<file path="config.mk">
export PLATFORM = sky130hd
export DESIGN_NAME = quoted_argument_tokenizer
export DESIGN_NICKNAME = d
export VERILOG_FILES = /design/src/sv/qat_pkg.sv /design/src/sv/qat_front.sv /design/src/sv/qat_queue.sv /design/src/sv/qat_back.sv /design/src/sv/quoted_argument_tokenizer.sv
export VERILOG_INCLUDE_DIRS = /design/src /design/src/sv
export SDC_FILE = /design/constraint.sdc
export NUM_CORES = 1
export LEC_CHECK = 0
export BUFFER_PORTS_ARGS = -buffer_cell sky130_fd_sc_hd__buf_2
export CAP_MARGIN = 20
export CORE_UTILIZATION = 55
export CTS_BUF_LIST = sky130_fd_sc_hd__clkbuf_16
export CTS_CLUSTER_SIZE = 14
export DETAILED_ROUTE_END_ITERATION = 6
export PLACE_DENSITY = 0.76
export SLEW_MARGIN = 25
export SYNTH_ARGS = -nofsm -noshare
export SYNTH_HDL_FRONTEND = slang
export SYNTH_SLANG_ARGS = --single-unit
</file>
<file path="constraint.sdc">
create_clock -name clk -period 6.3 [get_ports clk]
set_input_delay 0.63 -clock clk [delete_from_list [all_inputs] [get_ports clk]]
set_output_delay 0.63 -clock clk [all_outputs]
set_load 0.1 [all_outputs]
</file>
<file path="src/sv/assert_macros.svh">
// Assertion helpers shared by the tokenizer modules.
`ifndef ASSERT_MACROS_SVH
`define ASSERT_MACROS_SVH

// Check on every clock edge outside reset.
`define QAT_ASSERT(label, clk, rst, prop, msg) \
  label: assert property (@(posedge clk) disable iff (rst) (prop)) else $error(msg);

// Check on every clock edge, reset included.
`define QAT_ASSERT_ALWAYS(label, clk, prop, msg) \
  label: assert property (@(posedge clk) (prop)) else $error(msg);

`endif

</file>
<file path="src/sv/qat_pkg.sv">
`timescale 1ns / 1ps
// ---------------------------------------------------------------------------
// qat_pkg
// Types, codes and constants of the quoted argument tokenizer.
// ---------------------------------------------------------------------------
package qat_pkg;

  localparam int QAT_QUEUE_DEPTH = 4;
  localparam int MAX_RESULTS     = 4;

  localparam logic [7:0] CHR_HASH   = 8'h23;
  localparam logic [7:0] CHR_QUOTE  = 8'h22;
  localparam logic [7:0] CHR_LBRACK = 8'h5B;
  localparam logic [7:0] CHR_RBRACK = 8'h5D;
  localparam logic [7:0] SEP_MAX    = 8'd32;

  localparam logic [1:0] KIND_BYTE     = 2'd0;
  localparam logic [1:0] KIND_BOUNDARY = 2'd1;
  localparam logic [1:0] KIND_EOL      = 2'd2;

  localparam logic [2:0] MODE_BEFORE  = 3'd0;
  localparam logic [2:0] MODE_WORD    = 3'd1;
  localparam logic [2:0] MODE_QUOTED  = 3'd2;
  localparam logic [2:0] MODE_BRACKET = 3'd3;
  localparam logic [2:0] MODE_DROP    = 3'd4;

  typedef struct packed {
    logic [7:0] in_byte;
    logic       end_of_line;
  } item_t;

  typedef struct packed {
    logic [1:0] kind;
    logic [7:0] value;
    logic       last_of_run;
  } result_t;

  typedef struct packed {
    logic [2:0]                   count;
    result_t [MAX_RESULTS-1:0]    slot;
  } bundle_t;

endpackage

</file>
<file path="src/sv/qat_front.sv">
`timescale 1ns / 1ps
// ---------------------------------------------------------------------------
// qat_front
// Classifies each byte against the scan mode and builds the bundle of
// results it causes.
// ---------------------------------------------------------------------------
module qat_front import qat_pkg::*; (
  input  logic    clk,
  input  logic    rst,
  input  logic    accept,
  input  item_t   item,
  output logic    wr,
  output bundle_t bundle
);

  logic [2:0] scan_mode;
  logic       quote_pending;
  logic [2:0] scan_mode_next;
  logic       quote_pending_next;
  logic [2:0] n;
  logic       consumed;
  logic [7:0] b;

  function automatic result_t mk(input logic [1:0] k, input logic [7:0] v);
    result_t r;
    r.kind        = k;
    r.value       = (k == KIND_BYTE) ? v : 8'd0;
    r.last_of_run = 1'b0;
    return r;
  endfunction

  always_comb begin
    b                  = item.in_byte;
    scan_mode_next     = scan_mode;
    quote_pending_next = quote_pending;
    n                  = 3'd0;
    consumed           = 1'b0;
    bundle             = '0;

    if (scan_mode == MODE_QUOTED && quote_pending) begin
      quote_pending_next = 1'b0;
      if (b == CHR_QUOTE) begin
        bundle.slot[n[1:0]] = mk(KIND_BYTE, CHR_QUOTE);
        n = n + 3'd1;
        consumed = 1'b1;
      end else begin
        bundle.slot[n[1:0]] = mk(KIND_BOUNDARY, 8'd0);
        n = n + 3'd1;
        scan_mode_next = MODE_BEFORE;
      end
    end

    if (!consumed) begin
      case (scan_mode_next)
        MODE_WORD: begin
          if (b <= SEP_MAX) begin
            bundle.slot[n[1:0]] = mk(KIND_BOUNDARY, 8'd0);
            n = n + 3'd1;
            scan_mode_next = MODE_BEFORE;
          end else begin
            bundle.slot[n[1:0]] = mk(KIND_BYTE, b);
            n = n + 3'd1;
          end
        end
        MODE_QUOTED: begin
          if (b == CHR_QUOTE) begin
            quote_pending_next = 1'b1;
          end else begin
            bundle.slot[n[1:0]] = mk(KIND_BYTE, b);
            n = n + 3'd1;
          end
        end
        MODE_BRACKET: begin
          if (b == CHR_RBRACK) begin
            bundle.slot[n[1:0]] = mk(KIND_BOUNDARY, 8'd0);
            n = n + 3'd1;
            scan_mode_next = MODE_BEFORE;
          end else begin
            bundle.slot[n[1:0]] = mk(KIND_BYTE, b);
            n = n + 3'd1;
          end
        end
        MODE_DROP: begin
        end
        default: begin
          scan_mode_next = MODE_BEFORE;
          if (b > SEP_MAX) begin
            if (b == CHR_HASH) begin
              scan_mode_next = MODE_DROP;
            end else if (b == CHR_QUOTE) begin
              scan_mode_next     = MODE_QUOTED;
              quote_pending_next = 1'b0;
            end else if (b == CHR_LBRACK) begin
              scan_mode_next = MODE_BRACKET;
            end else begin
              scan_mode_next = MODE_WORD;
              bundle.slot[n[1:0]] = mk(KIND_BYTE, b);
              n = n + 3'd1;
            end
          end
        end
      endcase
    end

    if (item.end_of_line) begin
      if (scan_mode_next inside {MODE_WORD, MODE_QUOTED, MODE_BRACKET}) begin
        bundle.slot[n[1:0]] = mk(KIND_BOUNDARY, 8'd0);
        n = n + 3'd1;
      end
      bundle.slot[n[1:0]] = mk(KIND_EOL, 8'd0);
      n = n + 3'd1;
      scan_mode_next     = MODE_BEFORE;
      quote_pending_next = 1'b0;
    end

    if (n != 3'd0) begin
      bundle.slot[2'(n - 3'd1)].last_of_run = 1'b1;
    end
    bundle.count = n;
  end

  assign wr = accept && (n != 3'd0);

  always_ff @(posedge clk) begin
    if (rst) begin
      scan_mode     <= MODE_BEFORE;
      quote_pending <= 1'b0;
    end else if (accept) begin
      scan_mode     <= scan_mode_next;
      quote_pending <= quote_pending_next;
    end
  end

endmodule

</file>
<file path="src/sv/qat_queue.sv">
`timescale 1ns / 1ps
// ---------------------------------------------------------------------------
// qat_queue
// Short queue of result bundles between the classifier and the sequencer.
// ---------------------------------------------------------------------------
`include "assert_macros.svh"

module qat_queue import qat_pkg::*; #(
  parameter int DEPTH = QAT_QUEUE_DEPTH
) (
  input  logic    clk,
  input  logic    rst,
  input  logic    wr,
  input  bundle_t wr_data,
  input  logic    rd,
  output bundle_t head,
  output logic    valid,
  output logic    full
);

  localparam int PTR_W = (DEPTH > 1) ? $clog2(DEPTH) : 1;
  localparam int CNT_W = $clog2(DEPTH + 1);
  localparam logic [PTR_W-1:0] PTR_LAST = PTR_W'(DEPTH - 1);
  localparam logic [CNT_W-1:0] CNT_FULL = CNT_W'(DEPTH);

  bundle_t          mem [DEPTH];
  logic [PTR_W-1:0] wr_ptr;
  logic [PTR_W-1:0] rd_ptr;
  logic [CNT_W-1:0] count;

  assign valid = (count != '0);
  assign full  = (count == CNT_FULL);
  assign head  = mem[rd_ptr];

  always_ff @(posedge clk) begin
    if (wr) begin
      mem[wr_ptr] <= wr_data;
    end
  end

  always_ff @(posedge clk) begin
    if (rst) begin
      wr_ptr <= '0;
      rd_ptr <= '0;
      count  <= '0;
    end else begin
      if (wr) begin
        wr_ptr <= (wr_ptr == PTR_LAST) ? '0 : wr_ptr + PTR_W'(1);
      end
      if (rd) begin
        rd_ptr <= (rd_ptr == PTR_LAST) ? '0 : rd_ptr + PTR_W'(1);
      end
      case ({wr, rd})
        2'b10:   count <= count + CNT_W'(1);
        2'b01:   count <= count - CNT_W'(1);
        default: count <= count;
      endcase
    end
  end

  `QAT_ASSERT(a_no_write_full, clk, rst, !(wr && full), "write into full queue")
  `QAT_ASSERT(a_no_read_empty, clk, rst, !(rd && !valid), "read from empty queue")
  `QAT_ASSERT_ALWAYS(a_count_range, clk, rst || (count <= CNT_FULL), "queue count out of range")

endmodule

</file>
<file path="src/sv/qat_back.sv">
`timescale 1ns / 1ps
// ---------------------------------------------------------------------------
// qat_back
// Steps through the results of the head bundle, one transaction per pop.
// ---------------------------------------------------------------------------
`include "assert_macros.svh"

module qat_back import qat_pkg::*; (
  input  logic    clk,
  input  logic    rst,
  input  bundle_t head,
  input  logic    head_valid,
  input  logic    pop,
  output logic    empty,
  output result_t result,
  output logic    deq
);

  logic [1:0] idx;
  logic       take;

  assign empty  = !head_valid;
  assign result = head.slot[idx];
  assign take   = pop && head_valid;
  assign deq    = take && result.last_of_run;

  always_ff @(posedge clk) begin
    if (rst) begin
      idx <= 2'd0;
    end else if (deq) begin
      idx <= 2'd0;
    end else if (take) begin
      idx <= idx + 2'd1;
    end
  end

  `QAT_ASSERT(a_idx_in_bundle, clk, rst,
    head_valid |-> ({1'b0, idx} < head.count), "result index past bundle count")
  `QAT_ASSERT(a_last_matches, clk, rst,
    head_valid |-> (result.last_of_run == ({1'b0, idx} == head.count - 3'd1)),
    "last mark disagrees with bundle count")
  `QAT_ASSERT(a_idx_advance, clk, rst,
    (take && !deq) |=> (idx == $past(idx) + 2'd1), "result index did not advance")

endmodule

</file>
<file path="src/sv/quoted_argument_tokenizer.sv">
`timescale 1ns / 1ps
// ---------------------------------------------------------------------------
// quoted_argument_tokenizer
// Splits a byte stream into argument tokens: plain words, quoted tokens
// with doubled-quote escapes, bracketed tokens and '#' comments.
// ---------------------------------------------------------------------------
//  channel  | handshake          | payload
//  ---------+--------------------+-------------------------------
//  input    | push / full        | item   : in_byte, end_of_line
//  result   | pop / empty        | result : kind, value, last_of_run
//
//  One byte is accepted per cycle while full is low; the classifier needs the scan mode and the pending-quote flag.
//  Each byte yields zero to four results, delivered one per cycle by the
//  sequencer while pop is high and the queue is not empty.
//  A byte's results are registered in the bundle queue and show once their bundle reaches its head.
//  full rises when the bundle queue holds QUEUE_DEPTH entries.
//  Synchronous reset empties the queue and returns to the between-tokens mode.
// ---------------------------------------------------------------------------
module quoted_argument_tokenizer import qat_pkg::*; #(
  parameter int QUEUE_DEPTH = QAT_QUEUE_DEPTH
) (
  input  logic    clk,
  input  logic    rst,
  input  logic    push,
  output logic    full,
  input  item_t   item,
  input  logic    pop,
  output logic    empty,
  output result_t result
);

  logic    accept;
  logic    wr;
  bundle_t wr_data;
  bundle_t head;
  logic    head_valid;
  logic    deq;

  assign accept = push && !full;

  qat_front u_front (
    .clk    (clk),
    .rst    (rst),
    .accept (accept),
    .item   (item),
    .wr     (wr),
    .bundle (wr_data)
  );

  qat_queue #(
    .DEPTH (QUEUE_DEPTH)
  ) u_queue (
    .clk     (clk),
    .rst     (rst),
    .wr      (wr),
    .wr_data (wr_data),
    .rd      (deq),
    .head    (head),
    .valid   (head_valid),
    .full    (full)
  );

  qat_back u_back (
    .clk        (clk),
    .rst        (rst),
    .head       (head),
    .head_valid (head_valid),
    .pop        (pop),
    .empty      (empty),
    .result     (result),
    .deq        (deq)
  );

endmodule
</file>
Yosys cells after proc, flatten, opt, wreduce, memory -nomap -nowiden
Memories as Yosys holds them, arrays and structs flattened. A register that Yosys moved wholly into a read port is not among the register bits.
Index checks and enable logic that the tools add are counted.
{ "word_totals": {"inputBits": 13, "latch_bits": 0, "output_inout_bits": 13, "ramBits": 188, "memories": 1, "ff_bits": 13, "wordCells": 138, "rom_bits": 0} }
{ "classes": {"n_mux": 66, "multipliers": 0, "bitwise_logic": 9, "eq_ne": 17, "n_reduce_logical": 19, "addsub": 9, "div": 0, "magnitude_cmp": 11, "shifts": 0} }
{ "memory_table": {"columns": ["memory", "words", "word_bits", "rd", "rd_ports_with_merged_regs", "wr", "line_no", "text"], "rows": [
  ["u_queue.mem", 4, 47, 1, 1, 1, "qat_queue.sv:26", "bundle_t mem [DEPTH];"]
]} }
{ "ops": {"columns": ["op", "n"], "rows": [
  ["two-way mux 44 bit", 12],
  ["case mux 44 bit (4 select lines)", 1],
  ["NOT 40 bit", 3],
  ["bitwise mux 44 bit", 2],
  ["demux 11 bit (select 2 bit)", 4],
  ["bitwise AND 40 bit", 2],
  ["two-way mux 11 bit", 5],
  ["two-way mux 3 bit", 18],
  ["bitwise AND 10 x 40 -> 40 bit", 1],
  ["binary-select mux 11 bit (select 2 bit)", 1],
  ["case mux 3 bit (3 select lines)", 2],
  ["== test 8 x 6 -> 1 bit (second input constant)", 2],
  ["== test 8 x 7 -> 1 bit (second input constant)", 2],
  ["== test 3 x 2 -> 1 bit (second input constant)", 5],
  ["two-way mux 1 bit", 13],
  ["< comparator 2 x 3 -> 1 bit (second input constant)", 4],
  ["two-way mux 10 bit", 1],
  ["two-way mux 2 bit", 5],
  ["adder 3 x 1 -> 3 bit (second input constant)", 3],
  ["logical AND 1 bit", 9],
  ["nonzero test 3 bit", 3],
  ["> comparator 8 x 6 -> 1 bit (second input constant)", 1],
  ["<= comparator 8 x 6 -> 1 bit (second input constant)", 1],
  ["OR 4 bit", 2],
  ["other kinds (18)", 29]
]} }

Depth between registers and ports, before layout
{ "logic_depth": {"word_depth": 22, "ltp_mapped": 25} }

By module
Synthesis repeated with hierarchy kept, for this count alone.
{ "unflattened": {"cells_unflattened": 524, "area_unflattened_um2": 9123.8} }
{ "modules_own_cells": {"columns": ["mod", "cells_per_inst", "instances", "area_each_um2"], "rows": [
  ["qat_queue", 293, 1, 7255.7],
  ["qat_front", 203, 1, 1453.9],
  ["qat_back", 27, 1, 400.4],
  ["quoted_argument_tokenizer", 1, 1, 13.8]
]} }

Worst setup path before layout
Ideal clock, no wire load.
{ "synth_path": {"kind": "input port to flip-flop", "startpoint": "input port item[4] (netlist name)", "endpoint": "register u_queue.count[2]", "setup_slack_ps": 623, "t_required_ps": 6229, "stages": 22, "t_arrival_ps": 5606, "path_cell_list": "or4b_4 > nor3_2 > nand3b_1 > inv_1 > ha_1 > clkinv_1 > o311a_1 > a211o_4 > ha_1 > or3_1 > or2_1 > ha_1 > nand2_1 > a211oi_2 > nor3_4 > inv_1 > ha_1 > inv_1 > fa_1 > xor2_1 > or3_1 > a21oi_1"} }
{ "synth_between": {"elab_chain_len": 17} }
{ "synth_rtl": {"columns": ["item", "line_no", "text"], "rows": [
  ["start: declaration", "quoted_argument_tokenizer.sv:26", "input item_t item,"],
  ["branches (longest 12 deep; another with adder 3 x 1 -> 3 bit)", null, null],
  ["two-way mux 3 bit *", "qat_front.sv:105", "if (item.end_of_line) begin"],
  ["nonzero test 3 bit *", "qat_front.sv:122", "assign wr = accept && (n != 3'd0);"],
  ["logical AND 1 bit *", "qat_front.sv:122", null],
  ["== test 2 x 1 -> 1 bit / == test 2 bit (equally long branches)", "qat_queue.sv:53", "case ({wr, rd})"],
  ["case mux 3 bit (2 select lines) / nonzero test 2 bit (equally long branches)", null, null],
  ["end signal: assignment", "qat_queue.sv:54", "2'b10: count <= count + CNT_W'(1);"],
  ["end signal: assignment", "qat_queue.sv:55", "2'b01: count <= count - CNT_W'(1);"],
  ["end signal: assignment", "qat_queue.sv:56", "default: count <= count;"],
  ["end: declaration", "qat_queue.sv:29", "logic [CNT_W-1:0] count;"]
]} }
Every way passes the cells marked *. The select of a mux whose other input is x is not followed.
A chain may end at the register's enable or synchronous reset.

Worst setup path after layout
Ends and elaborated chain as after synthesis.

==> qor.yml <==
status: "complete, but fails checks"
violations: "design-rule violations"
use_met3: 0.0581
clkPwrFrac: 0.345
tns_ns: 0
detail_route.first_pass.iterations: 6
hold_buffers: 0
p_int_mw: 1.84
clock_skew_ns: 0.0133
ys_seq_area_frac: 0.600
die_x_um: 107
syn_area_um2: 6100
dieArea_um2: 11500
gp_congestion: 0.875
min-delay-start: "u_queue.rd_ptr[0]"
setup_viol: 0
crit_end: "u_queue.count[2]"
yosysWarnings: 0
r2r_slack_ns: 0.70
avgSynthCellArea_um2: 14.5
fp.dieH_um: 107
r2r-start: "u_front.scan_mode[1]"
powerDensity_nw_per_um2: 392
use_met2: 0.376
clock-sinks: 127
htreeDepth: 4
ant_nets: 0
async_flop_share: 0
grt_max_degree: 29
clk-insertion-delay-late_ns: 0.42
grt_antenna_before_repair: 0
power.switching_mw: 0.900
drive_above_1_share: 0.248
sw_frac_of_total: 0.329
dp_hpwl_um: 7660
yosys-top-cells-area: "edfxtp_1 (55%), mux4_2 (11%), dfxtp_1 (4.9%), ha_1 (3.7%), and2_1 (2.4%)"
worstHoldPathType: "reg -> reg"
cts.path.max_buffers: 2
grt_pass1_vias: 3670
clockRootBuffer: "clkbuf_16"
p_total_mw: 2.74
worstPathArrival_ns: 6.12
hold_viol_final: 0
path_clk_slew_ns: 0.06
grt_usage: 0.228
worst_slew_pin_slew_ns: 0.931
cts_tree: "yes"
finalCriticalPeriod_ns: 5.77
max_freq_ghz: 0.173
slew_headroom: 0.378
grt-ovfl-total: 0
reg2reg_to: "u_queue.count[2]"
diodes: 0
core_um2: 10800
required_ns: 6.65
rows: 38
crit_start: "item[4]"
ir_drop_uv: 211
numPortBuffers: 25
finalCritPeriodShare: 0.916
syn_to_final_growth_pct: 14.3
finalMaxSlewViolations: 0
leakagePower_nw: 2.41
met1_usage: 0.294
crit_type: "in -> reg"
n_fill_cell: 791
cp-start-kind: "input port"
nets: 489
post-place-ws_ns: 0.164
grt.busiest_layer: "met2"
rsz0062_at_grt: "no"
numCtsBuffers: 17
seq_power_share: 0.396
vias_per_cell: 6.08
yosysTopAreaCell: "edfxtp_1"
synth_ff_type: "edfxtp_1"
drt_iter0_markers: 352
cts_resized: 0
utilization: 0.644
ys_types: 70
initial_utilization: 0.563
combPwrFrac: 0.259
ios: 26
drc_errors: 1
crit_path_max_fanout: 6
ys_seq_elements: 127
rr_worst_depth: 21
synth_edf_count: 112
wl_per_cell_um: 19.9
syn_inst: 420
cts_setup_buffers: 0
setup_ws_ns: 0.531
wirelength_um: 12100
grt_pass1_wl_um: 19100
cap_violations: 0
vias: 3694
synth_top_area_share: 0.551
hold_slack_ns: 0.502
cp-end-kind: "register"
syn-num-nets: 452
critical path, stage by stage:
cell and delay, ns:
buf_2 0.13, or4b_4 0.57, nor3_2 0.24, nand3b_1 0.26, ha_1 0.35, o311a_1 0.37
a211o_4 0.39, ha_1 0.31, or3_1 0.43, or2_1 0.25, ha_1 0.34, nand2_1 0.09
a211oi_2 0.30, nor3_4 0.08, inv_1 0.06, ha_1 0.17, inv_1 0.07, fa_1 0.43
xor2_1 0.16, or3_1 0.31, a21oi_1 0.16
metal layers:
| layer | up-vias | part of all wire |
|---|---|---|
| met5 | - | 0 |
| li1 | 1709 | - |
| met1 | 1840 | 0.43 |
| met3 | 20 | 0.055 |
| met2 | 125 | 0.50 |
| met4 | 0 | 0.018 |
state kept, by name, indices dropped and copies added (netlist names), named ones only:
register	flops
u_queue.mem	112
u_front.quote_pending	1
u_queue.count	3
u_front.scan_mode	3
u_queue.rd_ptr	2
u_back.idx	2
u_queue.wr_ptr	2
cell families after synthesis:
group                    count (synthesis)  synth area share
buffers and inverters                   33            0.0232
AND/OR/NAND/NOR                        132             0.121
adder cells (fa/ha/maj)                 19            0.0402
AO/OA/AOI/OAI                           65            0.0791
multiplexers                            41             0.132
XOR/XNOR                                 3           0.00431
flip-flops                             127             0.600
final cells by class:
type	instances	area, um^2	area share
sequential	127	3670	0.526
multi-input combinational	260	2300	0.329
clock buffer	17	425	0.0610
timing repair buffer	34	193	0.0276
tap	140	175	0.0251
clock inverter	13	150	0.0215
inverter	17	68.8	0.00986
synthesized netlist by cell type (all sizes together), types with 9 or more instances:
library cell	number
nor2	36
and2	23
ha	18
inv	15
mux2i	9
clkbuf	9
dfxtp	15
a21oi	17
o21ai	12
mux4	31
nand2	21
edfxtp	112
nor3	12
layout by cell type (no fill, tap or decap), drive strengths merged, types with 3 or more instances in the layout:
cell      n
edfxtp  112
nor2     36
buf      34
mux4     31
and2     23
nand2    21
ha       18
a21oi    17
clkbuf   17
inv      16
dfxtp    15
nor3     12
o21ai    12
clkinv   10
mux2i     9
nand2b    8
a31oi     8
nand3     7
o21a      5
or3       4
bufinv    3
or4b      3
a221oi    3
per-stage QoR:
stage,instance area (um^2),cells
floorplan,6100,420
detailed placement,6400,578
finish,6980,608
CTS,6980,608
global placement,6400,578
global route,6980,608
power by group through the flow:
stage                     clock [mW]  combinational, mW  sequential, mW
after CTS                      0.954              0.713            1.09
final                          0.944              0.709            1.08
after global placement             0              0.699            1.10
after global routing           0.993              0.749            1.10
after detailed placement           0              0.708            1.10
after floorplan                    0              0.630            1.05
how the worst min path moves through the flow:
stage	end	slack, ns	depth (start not counted)
3_5_place_dp	register	0.48	2
4_1_cts	register	0.50	2
5_1_grt	register	0.53	2
3_3_place_gp	u_queue.rd_ptr[1]	0.46	2
6_report	register	0.50	2
2_1_floorplan	register	0.45	2
Power figures use the tool's default switching activity.
